File: src/hdl/prefixed_rotate_shift_bit_unit_defines.svh
// Assertion macros for the prefixed rotate/shift/bit unit.
// Used by the top level; expects signals named clock and reset in scope.
`ifndef PREFIXED_ROTATE_SHIFT_BIT_UNIT_DEFINES_SVH
`define PREFIXED_ROTATE_SHIFT_BIT_UNIT_DEFINES_SVH

// Check a condition on every edge out of reset
`define PRSBU_ASSERT_NOW(label, cond, msg) \
   label: assert property (@(posedge clock) disable iff (reset) (cond)) else $error(msg);

// Check a consequence on the same edge as its trigger
`define PRSBU_ASSERT_IMPL(label, ante, cons, msg) \
   label: assert property (@(posedge clock) disable iff (reset) (ante) |-> (cons)) \
      else $error(msg);

// Check a consequence on the edge after its trigger
`define PRSBU_ASSERT_NEXT(label, ante, cons, msg) \
   label: assert property (@(posedge clock) disable iff (reset) (ante) |=> (cons)) \
      else $error(msg);

`endif

File: src/hdl/prsbu_pkg.sv
// Shared types and constants for the prefixed rotate/shift/bit unit.
// No dependencies.
package prsbu_pkg;

   // Request word: second opcode byte, operand and incoming flags
   typedef struct packed {
      logic [7:0] op;
      logic [7:0] operand_value;
      logic [3:0] flags_in;
   } req_type;

   // Response word
   typedef struct packed {
      logic [7:0] result_value;
      logic       write_back;
      logic [2:0] target_index;
      logic [3:0] flags_out;
      logic [4:0] cycle_count;
   } rsp_type;

   // Opcode group, bits 7..6
   typedef enum logic [1:0] {
      GRP_ROT = 2'd0,
      GRP_BIT = 2'd1,
      GRP_RES = 2'd2,
      GRP_SET = 2'd3
   } group_type;

   // Rotate/shift selector, bits 5..3 in the rotate group
   typedef enum logic [2:0] {
      ROT_RLC  = 3'd0,
      ROT_RRC  = 3'd1,
      ROT_RL   = 3'd2,
      ROT_RR   = 3'd3,
      ROT_SLA  = 3'd4,
      ROT_SRA  = 3'd5,
      ROT_SWAP = 3'd6,
      ROT_SRL  = 3'd7
   } rot_op_type;

   // Flag bit positions
   localparam int unsigned FLAG_Z = 3;
   localparam int unsigned FLAG_N = 2;
   localparam int unsigned FLAG_H = 1;
   localparam int unsigned FLAG_C = 0;

   // Target code for the memory byte at HL
   localparam logic [2:0] TGT_MEM = 3'd6;

   // Machine cycle counts
   localparam logic [4:0] CYC_REG = 5'd8;
   localparam logic [4:0] CYC_MEM = 5'd16;

endpackage

File: src/hdl/prsbu_exec.sv
// Combinational execute stage: decodes one prefixed opcode and forms the response word.
// Depends on prsbu_pkg.
module prsbu_exec (
   input  prsbu_pkg::req_type req,
   output prsbu_pkg::rsp_type rsp
);

   prsbu_pkg::group_type  group;
   prsbu_pkg::rot_op_type rot_op;
   logic [2:0]            bit_idx;
   logic [7:0]            mask;
   logic [7:0]            v;
   logic                  cin;
   logic [7:0]            rot_res;
   logic                  rot_c;

   // Split the opcode fields
   assign group   = prsbu_pkg::group_type'(req.op[7:6]);
   assign bit_idx = req.op[5:3];
   assign rot_op  = prsbu_pkg::rot_op_type'(req.op[5:3]);
   assign mask    = 8'b0000_0001 << bit_idx;
   assign v       = req.operand_value;
   assign cin     = req.flags_in[prsbu_pkg::FLAG_C];

   // Rotate, shift and swap
   always_comb begin
      case (rot_op)
         prsbu_pkg::ROT_RLC: begin
            rot_c   = v[7];
            rot_res = {v[6:0], v[7]};
         end
         prsbu_pkg::ROT_RRC: begin
            rot_c   = v[0];
            rot_res = {v[0], v[7:1]};
         end
         prsbu_pkg::ROT_RL: begin
            rot_c   = v[7];
            rot_res = {v[6:0], cin};
         end
         prsbu_pkg::ROT_RR: begin
            rot_c   = v[0];
            rot_res = {cin, v[7:1]};
         end
         prsbu_pkg::ROT_SLA: begin
            rot_c   = v[7];
            rot_res = {v[6:0], 1'b0};
         end
         prsbu_pkg::ROT_SRA: begin
            rot_c   = v[0];
            rot_res = {v[7], v[7:1]};
         end
         prsbu_pkg::ROT_SWAP: begin
            rot_c   = 1'b0;
            rot_res = {v[3:0], v[7:4]};
         end
         default: begin
            rot_c   = v[0];
            rot_res = {1'b0, v[7:1]};
         end
      endcase
   end

   // Select result and flags by group; target and timing follow the low opcode bits
   always_comb begin
      rsp.result_value = v;
      rsp.write_back   = 1'b1;
      rsp.flags_out    = req.flags_in;
      rsp.target_index = req.op[2:0];
      rsp.cycle_count  = (req.op[2:0] == prsbu_pkg::TGT_MEM) ?
                         prsbu_pkg::CYC_MEM : prsbu_pkg::CYC_REG;
      case (group)
         prsbu_pkg::GRP_ROT: begin
            rsp.result_value = rot_res;
            rsp.flags_out    = 4'b0000;
            rsp.flags_out[prsbu_pkg::FLAG_Z] = (rot_res == 8'h00);
            rsp.flags_out[prsbu_pkg::FLAG_C] = rot_c;
         end
         prsbu_pkg::GRP_BIT: begin
            rsp.write_back = 1'b0;
            rsp.flags_out  = 4'b0000;
            rsp.flags_out[prsbu_pkg::FLAG_Z] = ((v & mask) == 8'h00);
            rsp.flags_out[prsbu_pkg::FLAG_H] = 1'b1;
            rsp.flags_out[prsbu_pkg::FLAG_C] = cin;
         end
         prsbu_pkg::GRP_RES: begin
            rsp.result_value = v & ~mask;
         end
         default: begin
            rsp.result_value = v | mask;
         end
      endcase
   end

endmodule

File: src/hdl/prefixed_rotate_shift_bit_unit.sv
// Prefixed rotate/shift/bit unit: input register, execute logic, result register.
// Path: a word accepted into the input register passes the execute logic and is
// captured in the result register, from which it is offered on rsp.
// Throughput: one word per cycle while rsp_stall is low; while the result register
// holds a stalled word, the input register takes one more word, then stalls requests.
// Reset: synchronous, active high; clears both stage valid bits.
// Depends on prsbu_pkg, prsbu_exec and the defines header.
`include "prefixed_rotate_shift_bit_unit_defines.svh"

module prefixed_rotate_shift_bit_unit (
   input  logic               clock,
   input  logic               reset,
   input  logic               req_valid,
   output logic               req_stall,
   input  prsbu_pkg::req_type req_data,
   output logic               rsp_valid,
   input  logic               rsp_stall,
   output prsbu_pkg::rsp_type rsp_data
);

   logic               in_vld_ff;
   logic               in_vld_in;
   prsbu_pkg::req_type in_ff;
   logic               out_vld_ff;
   logic               out_vld_in;
   prsbu_pkg::rsp_type out_ff;
   prsbu_pkg::rsp_type exec_rsp;
   logic               out_take;
   logic               in_take;

   // Result register advances when empty or being drained
   assign out_take  = !out_vld_ff || !rsp_stall;
   // Input register loads when empty or when its word moves on
   assign in_take   = !in_vld_ff || out_take;
   assign req_stall = !in_take;

   assign in_vld_in  = req_valid ? 1'b1 : (in_vld_ff && !out_take);
   assign out_vld_in = out_take ? in_vld_ff : out_vld_ff;

   // Hold the valid bits
   always_ff @(posedge clock) begin
      if (reset) begin
         in_vld_ff  <= 1'b0;
         out_vld_ff <= 1'b0;
      end else begin
         if (in_take) begin
            in_vld_ff <= in_vld_in;
         end
         out_vld_ff <= out_vld_in;
      end
   end

   // Capture the request word
   always_ff @(posedge clock) begin
      if (in_take && req_valid) begin
         in_ff <= req_data;
      end
   end

   prsbu_exec u_exec (
      .req (in_ff),
      .rsp (exec_rsp)
   );

   // Capture the response word
   always_ff @(posedge clock) begin
      if (out_take && in_vld_ff) begin
         out_ff <= exec_rsp;
      end
   end

   assign rsp_valid = out_vld_ff;
   assign rsp_data  = out_ff;

   // A result appears only after a word sat in the input register
   `PRSBU_ASSERT_IMPL(a_out_from_in, $rose(out_vld_ff), $past(in_vld_ff), "result without input word")
   // A word in the input register moves on when the output side takes
   `PRSBU_ASSERT_NEXT(a_in_moves, in_vld_ff && out_take, out_vld_ff, "input word lost")
   // Cycle count matches the memory target
   `PRSBU_ASSERT_IMPL(a_cycles, rsp_valid, (rsp_data.cycle_count == prsbu_pkg::CYC_MEM) == (rsp_data.target_index == prsbu_pkg::TGT_MEM), "bad cycle count")
   // A result without write-back must carry H set, as a bit test does
   `PRSBU_ASSERT_NOW(a_bit_flags, !rsp_valid || rsp_data.write_back || rsp_data.flags_out[prsbu_pkg::FLAG_H], "bit test without H")

endmodule

File: config.mk
export PLATFORM = sky130hd
export DESIGN_NAME = prefixed_rotate_shift_bit_unit
export DESIGN_NICKNAME = d
export VERILOG_FILES = /design/src/hdl/prsbu_pkg.sv /design/src/hdl/prsbu_exec.sv /design/src/hdl/prefixed_rotate_shift_bit_unit.sv
export VERILOG_INCLUDE_DIRS = /design/src /design/src/hdl
export SDC_FILE = /design/constraint.sdc
export NUM_CORES = 1
export LEC_CHECK = 0
export ABC_AREA = 1
export BUFFER_PORTS_ARGS = -buffer_cell sky130_fd_sc_hd__buf_2
export CORE_MARGIN = 2
export CORE_UTILIZATION = 35
export DETAILED_ROUTE_END_ITERATION = 12
export GPL_TIMING_DRIVEN = 0
export PLACE_DENSITY = 0.54
export SLEW_MARGIN = 10
export SYNTH_ARGS = -nofsm -noshare
export SYNTH_HDL_FRONTEND = slang
export SYNTH_HIERARCHICAL = 1
export SYNTH_SLANG_ARGS = --single-unit
File: constraint.sdc
create_clock -name clock -period 2.05 [get_ports clock]
set_input_delay 0.3075 -clock clock [delete_from_list [all_inputs] [get_ports clock]]
set_output_delay 0.3075 -clock clock [all_outputs]
set_load 0.05 [all_outputs]
==> results.sh <==
export IMPL_crit_required_ps=2110
export IMPL_cp_arrival_ps=1740
export IMPL_fin_crit_sh_pct=82.1
export IMPL_post_route_min_period_ps=1680
export IMPL_seqCellArea_mm2=0.00127
export IMPL_final_core_util_pct=43.9
export IMPL_muxShareOfSynthArea_pct=0
export IMPL_netlist_top_cells_area="edfxtp_1 57%, nand2_1 7.3%, inv_1 3.8%"
export IMPL_maxCapViolCount=0
export IMPL_routabilityCongestion=0.885
export IMPL_yosysTopAreaCellShare_pct=57.0
export IMPL_hold_ws_ps=180
export IMPL_synth_xor_area_share_pct=0
export IMPL_fin_skew_ps=3.53
export IMPL_wl_per_cell_um=13.1
export IMPL_nFillCells=613
export IMPL_fmax_mhz=594
export IMPL_vdd_drop_max_uv=413
export IMPL_post_cts_buffers=0
export IMPL_synth_simple_gate_area_share_pct=21.3
export IMPL_power_density_mw_per_mm2=780
export IMPL_critical_path_cell_chain="buf_6, inv_2, nand3_2, inv_2, nand2_1, nand3_1, o21ai_1, inv_1, nor2_1, nand3_1, nand2_1"
export IMPL_htree_levels=2
export IMPL_worstHoldStart="req_data[5]"
export IMPL_antenna_found_initial=0
export IMPL_yosysUniqueCellTypes=26
export IMPL_setup_viol=0
export IMPL_wl_mm=4.56
export IMPL_r2r_start="in_ff[15]"
export IMPL_cts_buffer_depth=2
export IMPL_first_pass_iters=4
export IMPL_grt_usage_pct=14.6
export IMPL_via_per_inst=4.81
export IMPL_startpoint_type="flop"
export IMPL_hold_viol_final=0
export IMPL_die_h_um=82.5
export IMPL_die_w_um=82.5
export IMPL_hold_buffers=0
export IMPL_rsz0062_at_grt="no"
export IMPL_ys_seq_elements=43
export IMPL_grt_max_degree=21
export IMPL_vias=1669
export IMPL_multi_input_area_um2=687
export IMPL_cts_tree="built"
export IMPL_synth_adder_area_share_pct=0
export IMPL_crit_type="flop to flop"
export IMPL_drive_gt1_share_pct=31.6
export IMPL_clock_latency_ps=290
export IMPL_grt_pass1_vias=1443
export IMPL_drt_initial_drc_count=171
export IMPL_worst_slew_pin_slew_ps=731
export IMPL_ant_nets=0
export IMPL_final_common_cell="buf_2"
export IMPL_start_util_pct=36.2
export IMPL_core_area_mm2=0.00596
export IMPL_relSlewSlack_pct=51.2
export IMPL_diodes=0
export IMPL_num_nets_final=295
export IMPL_io_pins=47
export IMPL_drc=0
export IMPL_area_delta_synth_final_pct=21.3
export IMPL_synth_area_leader_cell="edfxtp_1"
export IMPL_crit_path_end_kind="flop"
export IMPL_regToRegSetupSlack_ps=370
export IMPL_r2r_end="rsp_data[8]"
export IMPL_critPathMaxStageDelay_ps=390
export IMPL_clk_pin_slew_ps=80
export IMPL_status="finished, final reports clean"
export IMPL_leakage_nw=1.13
export IMPL_postSynthAreaPerCell_um2=10.0
export IMPL_yosysWarningCount=6
export IMPL_synth_compound_area_share_pct=9.86
export IMPL_seq_area_frac_synth_pct=58.9
export IMPL_cts_buffers_inserted=5
export IMPL_worst_path_max_fanout=9
export IMPL_synth_top_family_by_area="simple AND/OR/NAND/NOR gates"
export IMPL_hold_path_class="input port to flop"
export IMPL_syn_area_mm2=0.00216
export IMPL_synth_cells=215
export IMPL_final_cell_mix="47 x buf_2, 42 x nand2_1, 41 x edfxtp_1"
export IMPL_dp_hpwl_mm=3.31
export IMPL_cts_resized_gates=0
export IMPL_root_buffer="clkbuf_8"
export IMPL_hold_path_depth=1
export IMPL_holdPathEnd="in_ff[5]"
export IMPL_clock_sinks=43
export IMPL_slowest_stage="edfxtp_1"
export IMPL_r2r_cells=11
export IMPL_rows=28
export IMPL_maxSlewViolCount=0
export IMPL_die_area_mm2=0.00681
export IMPL_grt_pass1_wl_mm=7.28
export IMPL_gr_total_overflow=0
export IMPL_io_buffers=46
[area by class of cell]
class | count | area share, %
Buffer | 13 | 4.06
Clock buffer | 5 | 2.63
Inverter | 28 | 4.02
Sequential cell | 43 | 48.6
Multi-Input combinational cell | 133 | 26.2
Tap cell | 75 | 3.59
Clock inverter | 3 | 1.67
Timing Repair Buffer | 47 | 9.23
[metal layers]
metal / vias to the layer above / GRT usage [%] / part of all wire, %
met5: - / 0 / 0
li1: 855 / - / -
met3: 4 / 3.48 / 6.6
met1: 743 / 20.7 / 46
met4: 0 / 6.07 / 1.2
met2: 67 / 21.5 / 46
[sequential cells by signal (all words and copies together) (netlist names)]
| signal | count |
|---|---|
| rsp_data | 21 |
| in_ff | 20 |
| in_vld_ff | 1 |
| rsp_valid | 1 |
[how the worst max path moves through the flow]
| stage | from | end | slack (ps) | depth (start not counted) |
|---|---|---|---|---|
| after detailed placement | in_ff[15] | rsp_data[8] | 380 | 11 |
| after global routing | in_ff[15] | rsp_data[8] | 200 | 11 |
| after CTS | in_ff[15] | rsp_data[8] | 370 | 11 |
| final | in_ff[15] | rsp_data[8] | 370 | 11 |
| after floorplan | rsp_valid | rsp_data[0] | 20 | 1 |
| after global placement | rsp_stall | rsp_data[5] | -320 | 2 |
[kinds of logic after synthesis]
family / count (synthesis)
AND/OR/NAND/NOR: 95
other: 1
buffers and inverters: 41
AO/OA/AOI/OAI: 35
flip-flops: 43
[through the flow]
stage | power [W] | std cells | setup TNS (ps) | area (um^2) | worst slack, ps
after floorplan | 0.00131 | 217 | 0 | 2170 | 15.7
after global placement | 0.00140 | 338 | -6780 | 2490 | -325
after detailed placement | 0.00140 | 339 | 0 | 2500 | 382
after CTS | 0.00207 | 347 | 0 | 2620 | 368
after global routing | 0.00214 | 347 | 0 | 2620 | 205
final | 0.00204 | 347 | 0 | 2620 | 367
[cell usage after synthesis]
cell / number
a21oi_1: 13
nor3_1: 2
a22oi_1: 1
inv_1: 22
dfxtp_1: 2
nor2_4: 1
buf_6: 4
nand4_1: 12
a32o_1: 1
conb_1: 1
nor3_2: 1
nor2_2: 3
o221ai_1: 4
nor2_1: 15
edfxtp_1: 41
a21oi_2: 2
clkbuf_1: 1
o21ai_0: 6
nand3_1: 14
nand2_1: 42
buf_2: 1
inv_2: 6
buf_4: 7
o211ai_1: 3
o21ai_1: 5
nand3_2: 5
[critical path: cells and delay by family (launching register included)]
kind                   cells  cell delay [ps]
and+or+nand+nor            6              530
DFF                        1              390
AOI/OAI and AO/OA          1               60
buffers and inverters      4              480
[report_power, final]
part           switching [W]  internal (W)  total (W)
logic               0.000229      0.000102   0.000332
registers          0.0000260       0.00102    0.00105
clock network       0.000299      0.000363   0.000662
No activity file was read; power rests on OpenSTA's default activity.
